## config.mk

```make
export PLATFORM = sky130hd
export DESIGN_NAME = serial_command_frame_receiver_top_flat
export DESIGN_NICKNAME = d
export VERILOG_FILES = /design/src/hw/rtl/scfr_pkg.sv /design/src/hw/rtl/scfr_if.sv /design/src/hw/rtl/serial_command_frame_receiver_top.sv /design/src/hw/rtl/scfr_ram.sv /design/src/hw/rtl/scfr_ctrl.sv /design/src/flat_wrapper.sv
export SDC_FILE = /design/constraint.sdc
export NUM_CORES = 1
export LEC_CHECK = 0
export BUFFER_PORTS_ARGS = -buffer_cell sky130_fd_sc_hd__buf_4
export CORE_UTILIZATION = 60
export DETAILED_ROUTE_END_ITERATION = 10
export PLACE_DENSITY_LB_ADDON = 0.25
export SKIP_LAST_GASP = 1
export SYNTH_ARGS = -nofsm -noshare
export SYNTH_HDL_FRONTEND = slang
export SYNTH_SLANG_ARGS = --single-unit
export TNS_END_PERCENT = 1
```

## constraint.sdc

```tcl
create_clock -name clk -period 4.8 [get_ports clk]
set_input_delay 0.48 -clock clk [delete_from_list [all_inputs] [get_ports clk]]
set_output_delay 0.48 -clock clk [all_outputs]
set_load 0.005 [all_outputs]
```

## src/hw/rtl/scfr_pkg.sv

```systemverilog
// Shared types and constants for the serial command frame receiver.
// No dependencies; the top level and scfr_ctrl import this package.
`default_nettype none

package scfr_pkg;

  localparam int RIDX_W = 6;
  localparam int WPOS_W = 8;
  localparam int TICK_W = 16;

  localparam logic [1:0] MODE_BYTE = 2'd0;
  localparam logic [1:0] MODE_TICK = 2'd1;
  localparam logic [1:0] MODE_READ = 2'd2;

  localparam logic [7:0] START_BYTE     = 8'hFF;
  localparam logic [7:0] ACT_SET_COLORS = 8'hA0;

  localparam logic KIND_STATUS = 1'b0;
  localparam logic KIND_READ   = 1'b1;

  localparam logic [TICK_W-1:0] TIMEOUT_RESET = 16'd1000;

  typedef enum logic [1:0] {
    ST_SUCCESS = 2'd0,
    ST_TIMEOUT = 2'd1,
    ST_UNKNOWN = 2'd2
  } status_t;

  typedef enum logic [3:0] {
    PH_IDLE   = 4'b0001,
    PH_ACTION = 4'b0010,
    PH_LENGTH = 4'b0100,
    PH_DATA   = 4'b1000
  } phase_t;

  typedef struct packed {
    logic    valid;
    status_t status;
  } frame_res_t;

  typedef struct packed {
    logic              en;
    logic [WPOS_W-1:0] addr;
    logic [7:0]        data;
  } store_wr_t;

endpackage

`default_nettype wire

```

## src/hw/rtl/scfr_if.sv

```systemverilog
// Valid/ready channel interfaces for the frame receiver's input and result beats.
// Depends on nothing but plain logic types.
`default_nettype none

interface scfr_in_if;
  logic       valid;
  logic       ready;
  logic [1:0] mode;
  logic [7:0] rx_byte;
  logic [5:0] read_index;

  modport source (output valid, mode, rx_byte, read_index, input ready);
  modport sink   (input valid, mode, rx_byte, read_index, output ready);
endinterface

interface scfr_out_if;
  logic       valid;
  logic       ready;
  logic       result_kind;
  logic [1:0] status;
  logic [7:0] read_data;

  modport source (output valid, result_kind, status, read_data, input ready);
  modport sink   (input valid, result_kind, status, read_data, output ready);
endinterface

`default_nettype wire

```

## src/hw/rtl/serial_command_frame_receiver_top.sv

```systemverilog
// Top level of the serial command frame receiver: config register, color store
// RAM with per-entry valid bits, and two-stage result path. Uses scfr_pkg,
// scfr_if, scfr_ram and scfr_ctrl.
//
//   Channel   Dir  Payload                              Handshake
//   in_ch     in   mode, rx_byte, read_index            valid/ready
//   out_ch    out  result_kind, status, read_data       valid/ready
//   cfg_*     in   cfg_wdata (timeout_ticks)            cfg_we, no wait
//
// One item per cycle is accepted while in_ch is ready; its state update
// completes in the accept cycle. A result passes through the read stage, beside
// the RAM read register, and then the output register on its way to out_ch.
// Reset is synchronous and needs no clearing pass: a valid bit per store entry
// makes unwritten entries read as zero. The input stalls only when both the read
// stage and the output register hold a result and out_ch is not ready.
`default_nettype none

module serial_command_frame_receiver_top
  import scfr_pkg::*;
#(
  parameter int STORE_BYTES = 64
) (
  input  wire logic              clk,
  input  wire logic              rst_n,
  scfr_in_if.sink                in_ch,
  scfr_out_if.source             out_ch,
  input  wire logic              cfg_we,
  input  wire logic [TICK_W-1:0] cfg_wdata
);

  // Reads reach only the first 64 bytes, so entries past that are never observed.
  localparam int MEM_DEPTH = (STORE_BYTES < 64) ? STORE_BYTES : 64;
  localparam int MEM_AW    = $clog2(MEM_DEPTH);

  logic [TICK_W-1:0]    timeout_r;
  logic                 accept;
  logic                 rd_en;
  logic                 rd_in_range;
  logic                 wr_in_range;
  logic [MEM_AW-1:0]    rd_addr;
  logic [MEM_AW-1:0]    wr_addr;
  logic [7:0]           ram_rdata;
  logic [MEM_DEPTH-1:0] vld_r;
  frame_res_t           res;
  store_wr_t            wr;

  logic    s1_v_r, s1_v_nxt;
  logic    s1_kind_r;
  status_t s1_status_r;
  logic    s1_hit_r;
  logic    s1_adv;

  logic       out_v_r, out_v_nxt;
  logic       out_kind_r;
  status_t    out_status_r;
  logic [7:0] out_data_r;

  assign in_ch.ready = !s1_v_r || !out_v_r || out_ch.ready;
  assign accept      = in_ch.valid && in_ch.ready;
  assign rd_en       = accept && (in_ch.mode == MODE_READ);
  assign rd_in_range = {1'b0, in_ch.read_index} < 7'(MEM_DEPTH);
  assign rd_addr     = MEM_AW'(in_ch.read_index);
  assign wr_in_range = {1'b0, wr.addr} < 9'(MEM_DEPTH);
  assign wr_addr     = MEM_AW'(wr.addr);

  always_ff @(posedge clk) begin
    if (!rst_n) begin
      timeout_r <= TIMEOUT_RESET;
    end else if (cfg_we) begin
      timeout_r <= cfg_wdata;
    end
  end

  scfr_ctrl u_ctrl (
    .clk           (clk),
    .rst_n         (rst_n),
    .accept        (accept),
    .mode          (in_ch.mode),
    .rx_byte       (in_ch.rx_byte),
    .timeout_ticks (timeout_r),
    .res           (res),
    .wr            (wr)
  );

  scfr_ram #(
    .WIDTH (8),
    .DEPTH (MEM_DEPTH)
  ) u_store (
    .clk   (clk),
    .we    (wr.en && wr_in_range),
    .waddr (wr_addr),
    .wdata (wr.data),
    .re    (rd_en),
    .raddr (rd_addr),
    .rdata (ram_rdata)
  );

  always_ff @(posedge clk) begin
    if (!rst_n) begin
      vld_r <= '0;
    end else if (wr.en && wr_in_range) begin
      vld_r[wr_addr] <= 1'b1;
    end
  end

  // Read stage: holds a result while the RAM output register carries its data.
  assign s1_adv = s1_v_r && (!out_v_r || out_ch.ready);

  always_comb begin
    s1_v_nxt = s1_v_r;
    if (accept) begin
      s1_v_nxt = res.valid || rd_en;
    end else if (s1_adv) begin
      s1_v_nxt = 1'b0;
    end
  end

  always_ff @(posedge clk) begin
    if (!rst_n) begin
      s1_v_r <= 1'b0;
    end else begin
      s1_v_r <= s1_v_nxt;
    end
  end

  always_ff @(posedge clk) begin
    if (accept) begin
      s1_kind_r   <= rd_en ? KIND_READ : KIND_STATUS;
      s1_status_r <= rd_en ? ST_SUCCESS : res.status;
      s1_hit_r    <= rd_en && rd_in_range && vld_r[rd_addr];
    end
  end

  always_comb begin
    out_v_nxt = out_v_r;
    if (s1_adv) begin
      out_v_nxt = 1'b1;
    end else if (out_ch.ready) begin
      out_v_nxt = 1'b0;
    end
  end

  always_ff @(posedge clk) begin
    if (!rst_n) begin
      out_v_r <= 1'b0;
    end else begin
      out_v_r <= out_v_nxt;
    end
  end

  always_ff @(posedge clk) begin
    if (s1_adv) begin
      out_kind_r   <= s1_kind_r;
      out_status_r <= s1_status_r;
      out_data_r   <= s1_hit_r ? ram_rdata : 8'd0;
    end
  end

  assign out_ch.valid       = out_v_r;
  assign out_ch.result_kind = out_kind_r;
  assign out_ch.status      = out_status_r;
  assign out_ch.read_data   = out_data_r;

  // A status beat never carries store data.
  a_status_data_zero: assert property (@(posedge clk) disable iff (!rst_n)
    out_v_r && (out_kind_r == KIND_STATUS) |-> out_data_r == 8'd0)
    else $error("status beat with nonzero read_data");

  // Input stalls only when both result stages are occupied.
  a_stall_only_full: assert property (@(posedge clk) disable iff (!rst_n)
    !in_ch.ready |-> s1_v_r && out_v_r)
    else $error("input stalled with a free result stage");

  // Every read beat lands in the read stage on the next cycle.
  a_read_enters_s1: assert property (@(posedge clk) disable iff (!rst_n)
    rd_en |=> s1_v_r && (s1_kind_r == KIND_READ))
    else $error("read beat lost before the read stage");

  // A write and a read never issue to the store in the same cycle.
  a_one_access: assert property (@(posedge clk) disable iff (!rst_n)
    !(wr.en && rd_en))
    else $error("store write and read in one cycle");

endmodule

`default_nettype wire

```

## src/hw/rtl/scfr_ram.sv

```systemverilog
// Generic single-write, single-read RAM with a registered read port.
// No dependencies.
`default_nettype none

module scfr_ram #(
  parameter int WIDTH = 8,
  parameter int DEPTH = 64
) (
  input  wire logic                     clk,
  input  wire logic                     we,
  input  wire logic [$clog2(DEPTH)-1:0] waddr,
  input  wire logic [WIDTH-1:0]         wdata,
  input  wire logic                     re,
  input  wire logic [$clog2(DEPTH)-1:0] raddr,
  output logic      [WIDTH-1:0]         rdata
);

  logic [WIDTH-1:0] mem_r [DEPTH];

  always_ff @(posedge clk) begin
    if (we) begin
      mem_r[waddr] <= wdata;
    end
    if (re) begin
      rdata <= mem_r[raddr];
    end
  end

endmodule

`default_nettype wire

```

## src/hw/rtl/scfr_ctrl.sv

```systemverilog
// Frame parser: phase, byte count, write position and tick count.
// Depends on scfr_pkg; issues store writes and status results.
`default_nettype none

module scfr_ctrl
  import scfr_pkg::*;
(
  input  wire logic              clk,
  input  wire logic              rst_n,
  input  wire logic              accept,
  input  wire logic [1:0]        mode,
  input  wire logic [7:0]        rx_byte,
  input  wire logic [TICK_W-1:0] timeout_ticks,
  output frame_res_t             res,
  output store_wr_t              wr
);

  phase_t            phase_r, phase_nxt;
  logic [7:0]        remain_r, remain_nxt;
  logic [WPOS_W-1:0] wpos_r, wpos_nxt;
  logic [TICK_W-1:0] elapsed_r, elapsed_nxt;
  logic [TICK_W-1:0] elapsed_inc;
  logic [7:0]        remain_dec;

  assign elapsed_inc = (elapsed_r == '1) ? elapsed_r : elapsed_r + TICK_W'(1);
  assign remain_dec  = remain_r - 8'd1;

  always_comb begin
    phase_nxt   = phase_r;
    remain_nxt  = remain_r;
    wpos_nxt    = wpos_r;
    elapsed_nxt = elapsed_r;
    res.valid   = 1'b0;
    res.status  = ST_SUCCESS;
    wr.en       = 1'b0;
    wr.addr     = wpos_r;
    wr.data     = rx_byte;
    if (accept) begin
      unique case (mode)
        MODE_TICK: begin
          if (phase_r != PH_IDLE) begin
            elapsed_nxt = elapsed_inc;
            if (elapsed_inc >= timeout_ticks) begin
              res.valid  = 1'b1;
              res.status = ST_TIMEOUT;
              phase_nxt  = PH_IDLE;
            end
          end
        end
        MODE_BYTE: begin
          unique case (phase_r)
            PH_IDLE: begin
              if (rx_byte == START_BYTE) begin
                phase_nxt   = PH_ACTION;
                elapsed_nxt = '0;
              end
            end
            PH_ACTION: begin
              if (rx_byte == ACT_SET_COLORS) begin
                phase_nxt   = PH_LENGTH;
                elapsed_nxt = '0;
              end else begin
                res.valid  = 1'b1;
                res.status = ST_UNKNOWN;
                phase_nxt  = PH_IDLE;
              end
            end
            PH_LENGTH: begin
              if (rx_byte == 8'd0) begin
                res.valid = 1'b1;
                phase_nxt = PH_IDLE;
              end else begin
                remain_nxt  = rx_byte;
                wpos_nxt    = '0;
                elapsed_nxt = '0;
                phase_nxt   = PH_DATA;
              end
            end
            PH_DATA: begin
              // The top level drops the write when the position is past the store.
              wr.en      = 1'b1;
              wpos_nxt   = wpos_r + WPOS_W'(1);
              remain_nxt = remain_dec;
              if (remain_dec == 8'd0) begin
                res.valid = 1'b1;
                phase_nxt = PH_IDLE;
              end
            end
            default: begin
              phase_nxt = PH_IDLE;
            end
          endcase
        end
        default: begin
        end
      endcase
    end
  end

  always_ff @(posedge clk) begin
    if (!rst_n) begin
      phase_r   <= PH_IDLE;
      remain_r  <= '0;
      wpos_r    <= '0;
      elapsed_r <= '0;
    end else begin
      phase_r   <= phase_nxt;
      remain_r  <= remain_nxt;
      wpos_r    <= wpos_nxt;
      elapsed_r <= elapsed_nxt;
    end
  end

endmodule

`default_nettype wire
```

## src/flat_wrapper.sv

```systemverilog
// flat-port wrapper written by rule: the top's interface ports become plain ports
module serial_command_frame_receiver_top_flat import scfr_pkg::*;
#(
  parameter int STORE_BYTES = 64
)
  (clk, rst_n, cfg_we, cfg_wdata, in_ch_valid, in_ch_mode, in_ch_rx_byte, in_ch_read_index, in_ch_ready, out_ch_valid, out_ch_result_kind, out_ch_status, out_ch_read_data, out_ch_ready);
  scfr_in_if in_ch_i ();
  scfr_out_if out_ch_i ();
  input  wire logic clk;
  input  wire logic rst_n;
  input  wire logic cfg_we;
  input  wire logic [TICK_W-1:0] cfg_wdata;
  input wire logic [$bits(in_ch_i.valid)-1:0] in_ch_valid;
  input wire logic [$bits(in_ch_i.mode)-1:0] in_ch_mode;
  input wire logic [$bits(in_ch_i.rx_byte)-1:0] in_ch_rx_byte;
  input wire logic [$bits(in_ch_i.read_index)-1:0] in_ch_read_index;
  output wire logic [$bits(in_ch_i.ready)-1:0] in_ch_ready;
  output wire logic [$bits(out_ch_i.valid)-1:0] out_ch_valid;
  output wire logic [$bits(out_ch_i.result_kind)-1:0] out_ch_result_kind;
  output wire logic [$bits(out_ch_i.status)-1:0] out_ch_status;
  output wire logic [$bits(out_ch_i.read_data)-1:0] out_ch_read_data;
  input wire logic [$bits(out_ch_i.ready)-1:0] out_ch_ready;
  assign in_ch_i.valid = in_ch_valid;
  assign in_ch_i.mode = in_ch_mode;
  assign in_ch_i.rx_byte = in_ch_rx_byte;
  assign in_ch_i.read_index = in_ch_read_index;
  assign in_ch_ready = in_ch_i.ready;
  assign out_ch_valid = out_ch_i.valid;
  assign out_ch_result_kind = out_ch_i.result_kind;
  assign out_ch_status = out_ch_i.status;
  assign out_ch_read_data = out_ch_i.read_data;
  assign out_ch_i.ready = out_ch_ready;
  serial_command_frame_receiver_top #(.STORE_BYTES(STORE_BYTES)) u_core (.clk(clk), .rst_n(rst_n), .in_ch(in_ch_i), .out_ch(out_ch_i), .cfg_we(cfg_we), .cfg_wdata(cfg_wdata));
endmodule
```

# Yosys cells after proc, flatten, opt, wreduce, memory -nomap -nowiden
# Memories as Yosys holds them, arrays and structs flattened. A register that Yosys moved wholly into a read port is not among the register bits.
# Index checks and enable logic that the tools add are counted.
# classes
add_sub_neg	3
multipliers	0
div	0
order_cmp	5
eq_ne	18
shifts	0
n_mux	42
n_bitwise	2
n_reduce_logical	23
# op_table
cell	n
2-to-1 mux 16 bit	5
OR 64 bit	1
case mux 16 bit (3 select lines)	1
case mux 16 bit (2 select lines)	1
case mux 8 bit (2 select lines)	2
2-to-1 mux 4 bit	5
adder 16 x 1 -> 16 bit, second input constant	1
equality test 16 bit, second input constant	1
equality test 8 bit, second input constant	2
>= comparator 16 bit	1
zero test 8 bit	2
2-to-1 mux 8 bit	2
case mux 4 bit (4 select lines)	1
2-to-1 mux 3 bit	5
< comparator 6 x 7 -> 1 bit, second input constant	2
2-to-1 mux 1 bit	14
inequality test 3 bit, second input constant	4
adder 8 x 1 -> 8 bit, second input constant	1
< comparator 8 x 7 -> 1 bit, second input constant	1
inequality test 4 x 1 -> 1 bit, second input constant	2
case mux 4 bit (2 select lines)	1
nonzero test 2 bit	4
subtractor 8 x 1 -> 8 bit, second input constant	1
AND reduction 7 bit	1
21 further kinds	32
# word_totals
ff_bits	133
latchBits	0
ram_bits	512
mem_bits_ro	0
inputBits	37
wordCells	108
memories	1
# memory_table
name	depth	width	rd	rd_clocked_by_memory_dff	wr	line	source
u_core.u_store.mem_r	64	8	1	1	1	scfr_ram.sv:18	logic [WIDTH-1:0] mem_r [DEPTH];

# Depth between registers and ports, before layout
# depth
depth_word	9
mapped_depth	15
mapped_depth_nobuf	13

# By module
# From an unflattened synthesis, not the netlist that was laid out.
# unflattened
cells_unflattened	1691
area_unflattened_um2	26972.1
# by_module_without_submodules
mod	instances	cells_per_inst	area_per_inst_um2	seq_area_each_um2
scfr_ram	1	940	20246.9	15615.0
serial_command_frame_receiver_top	1	388	3890.0	2092.0
scfr_ctrl	1	363	2835.2	720.7

# Worst setup path after synthesis
# No wires, ideal clock.
# synth_timing
path_kind	register to register
from	register u_core.u_ctrl.elapsed_r[0]
to	register u_core.u_ctrl.phase_r[0]
setup_time_ps	121
t_arrival_ps	3578
setup_slack_ps	1101
path_stages_with_launch	16
n_path_buf	2
synth_period_minus_slack_ps	3699
path_cell_list	dfxtp_1 ha_1 nand4_1 or3_1 clkbuf_1 or3_1 buf_2 nand2_1 o21ai_0 ha_1 nor2b_1 o211a_1 o311ai_0 nand4_1 o31ai_2 mux2_2
# synth_between
elab_chain_cells	5
word_cells_on_any_way	6
# synth_lines
item	line	source
start, declared	scfr_ctrl.sv:21	logic [TICK_W-1:0] elapsed_r, elapsed_nxt;
start signal, assigned	scfr_ctrl.sv:110	elapsed_r <= elapsed_nxt;
adder 16 x 1 -> 16 bit or equality test 16 bit (tied branches)	scfr_ctrl.sv:25	assign elapsed_inc = (elapsed_r == '1) ? elapsed_r : elapsed_r + TICK_W'(1);
2-to-1 mux 16 bit *	scfr_ctrl.sv:25	
>= comparator 16 bit *	scfr_ctrl.sv:43	if (elapsed_inc >= timeout_ticks) begin
inequality test 2 bit (no source line) *	n/a	
AND reduction 6 bit (no source line) *	n/a	
end signal, assigned	scfr_ctrl.sv:107	phase_r <= phase_nxt;
end, declared	scfr_ctrl.sv:18	phase_t phase_r, phase_nxt;
# Every way passes the cells marked *; elsewhere a longest branch is shown, timed or not.
# A chain may end at the register's enable or synchronous reset.

# Final worst setup path
# Same ends and word-level chain as after synthesis.

==> flow_summary.toml <==
[placement]
place_ws_ns = 0.803
globalplace.congestion = 0.874
port_buffers = 49
place_hpwl_um = 34100

[clock_tree]
cts_hold_buf = 0
cts_setup_buffers = 0
insertion_delay_ns = 0.59
numCtsBuffers = 66
clk_pin_slew_ns = 0.06
root_buffer = "clkbuf_16"
cts.sinks = 653
cts_tree = "done"
htreeDepth = 3
cts.repair.resized = 0
clock_path_buffers = 3

[global_routing]
grt_use_total_pct = 26.0
grt_max_degree = 96
grt_pass1_wl_um = 84400
grt_pass1_vias = 13600
grt_overflow = 0
grt_antenna_before_repair = 0

[sta]
max_slew_margin_pct = 23.6
rsz0062_at_grt = "no"
fin_setup_tns_ns = 0
fmax_ghz = 0.247
fin_skew_ns = 0.0220
worst_slew_pin_slew_ns = 1.15
drv_slew = 0
fin_crit_ns = 4.05
hold_viol_final = 0
setup_viol = 0
layout_setup_ws_ns = 0.747
period_share_pct = 84.4

[critical_path]
cp.arrival_ns = 4.51
reg2regPathDepth = 13
crit_required_ns = 5.26
startpoint_type = "register"
crit_fanout = 8
crit_path_end_kind = "register"
worst-setup-path-type = "register to register"

[yosys]
synth_cell_type_count = 65
ys_ff_latch = 653
synthCells = 1480
synth_area_leaders = "edfxtp_1 (61%), mux4_2 (15%), dfxtp_1 (9.0%)"
synth.avg_cell_area_um2 = 17.7
yosysWarnings = 0
synth_top_area_cell = "edfxtp_1"
synth_edf_count = 535
ys_seq_area_share_pct = 70.3
yosysTopAreaCellShare_pct = 61.3
synth_area_um2 = 26200
syn_nets = 1537
async_flop_share_pct = 0
synthFlopType = "edfxtp_1"

[detailed_routing]
ant_nets = 0
met2WireLength_um = 27400
wl_met1_um = 23100
dr.pass1.iters = 5
vias = 13700
postRouteWirelength_um = 55400
drt_iter0_drc = 1429
highest_layer = "met4"
drt-vias-per-instance = 6.33
routedWlPerCell_um = 25.6
drc_errors = 0
routed-wl-met3_um = 3730

[cells_and_area]
layout_common_cells = "edfxtp_1 (535), mux4_2 (180), nor2_1 (125)"
final_common_cell = "edfxtp_1"
diodes = 0
fin_nets = 1586
syn_to_final_growth_pct = 11.7
drive_gt1_share_pct = 22.8

[power]
power_frac_clock_pct = 43.5
leakagePower_nw = 9.54
sw_frac_of_total_pct = 20.1
internal-power_mw = 9.38
irDropWorstVdd_mv = 0.256
p_sw_mw = 2.36
power_frac_seq_pct = 52.3
power.density_nw_per_um2 = 401
p_comb_share_pct = 4.2
total_power_mw = 11.7

[floorplan]
io_pins = 50
core_region_area_um2 = 43100
fp.dieW_um = 211
dieHeight_um = 211
start_util_pct = 60.9
die_area_um2 = 44500
rows = 76

[status]
outcome = "completed"

[hold_path]
min_path_cells = 3
hp-class = "input port to register"

[job]
cap_viol_max_count = 0
## worst paths after layout
check / slack (ns) / from / endpoint
setup reg to reg: 0.75 / u_core.u_ctrl.elapsed_r[0] / u_core.u_ctrl.phase_r[0]
hold / removal: 0.13 / cfg_wdata[8] / u_core.timeout_r[8]
setup / recovery: 0.75 / u_core.u_ctrl.elapsed_r[0] / u_core.u_ctrl.phase_r[0]
hold reg to reg: 0.44 / u_core.s1_status_r[1] / u_core.out_ch.status[1]
## cell usage after synthesis, types with 4 or more instances
library cell	count
o21ai_0	24
or3_1	6
mux2_2	4
o21a_1	65
nor2b_1	5
or2_2	6
ha_1	20
edfxtp_1	535
and2_1	10
o211a_1	4
o211ai_1	8
and3_1	7
nand3b_1	5
nand2b_1	6
a21oi_1	33
mux4_2	180
xnor2_1	15
nand4_1	7
inv_1	26
nor3_1	14
buf_2	19
dfxtp_1	118
o22ai_1	16
buf_1	8
clkbuf_1	52
mux2i_1	13
nor2_1	125
nand2_1	54
nand3_1	24
a31oi_1	12
## through the flow
stage	std cells	cell area, um^2	hold slack (ns)	util [%]
2_1_floorplan	1480	26200	0.400	-
3_3_place_gp	2046	27100	0.413	63.0
3_5_place_dp	2046	27100	0.426	63.0
4_1_cts	2165	29300	0.103	68.0
5_1_grt	2165	29300	0.124	68.0
6_report	2165	29300	0.131	68.0
## final cells by class
cell class                      instances  area, um^2
Sequential cell                       653       18400
Fill cell                            2804       13800
Multi-Input combinational cell        715        7320
Clock buffer                          101        1930
Tap cell                              585         732
Timing Repair Buffer                   67         564
Clock inverter                         18         225
Inverter                               26        97.6
## routing by layer
layer / track usage (%) / vias up
met1: 37.5 / 7062
met2: 41.8 / 542
li1: - / 6008
met4: 6.95 / 0
met5: 0 / -
met3: 3.97 / 98
## flip-flops by register name, summed over array words and instances, names as in the netlist
| signal | flops |
|---|---|
| u_core.u_ctrl.wpos_r | 8 |
| u_core.out_ch.result_kind | 1 |
| u_core.s1_hit_r | 1 |
| u_core.u_ctrl.elapsed_r | 16 |
| u_core.u_ctrl.phase_r | 4 |
| u_core.u_ctrl.remain_r | 8 |
| u_core.out_ch.valid | 1 |
| u_core.out_ch.status | 2 |
| u_core.s1_v_r | 1 |
| u_core.out_ch.read_data | 8 |
| u_core.u_store.rdata | 8 |
| u_core.timeout_r | 16 |
| u_core.vld_r | 64 |
| u_core.s1_kind_r | 1 |
| u_core.s1_status_r | 2 |
| u_core.u_store.mem_r | 512 |
## power by group through the flow
stage                     Sequential [mW]  Clock, mW  Combinational (mW)
after floorplan                      6.26          0               0.290
after detailed placement             6.26          0               0.493
after global routing                 6.14       5.38               0.524
after CTS                            6.14       5.16               0.496
after global placement               6.26          0               0.485
final                                6.14       5.11               0.491
## logic make-up (layout without fill, tap and decap cells)
group | after synthesis | in the layout | synth area share [%]
AOI/OAI and AO/OA | 191 | 191 | 4.90
muxes | 197 | 197 | 16.1
DFF | 653 | 653 | 70.3
buffers and inverters | 112 | 212 | 1.82
xor gates and xnor gates | 16 | 16 | 0.534
adders and majority gates | 20 | 20 | 0.954
and+or+nand+nor | 291 | 291 | 5.39
## critical path, stage by stage, from the launching register on
cell and delay, ns:
dfxtp_1 0.42, ha_1 0.28, nand4_1 0.18, or3_1 0.44, or3_1 0.46, nand2_1 0.11, o21ai_0 0.09, ha_1 0.32
nor2b_1 0.14, o211a_1 0.20, o311ai_0 0.32, nand4_1 0.20, o31ai_2 0.41, mux2_2 0.38
Power figures use the tool's default switching activity.
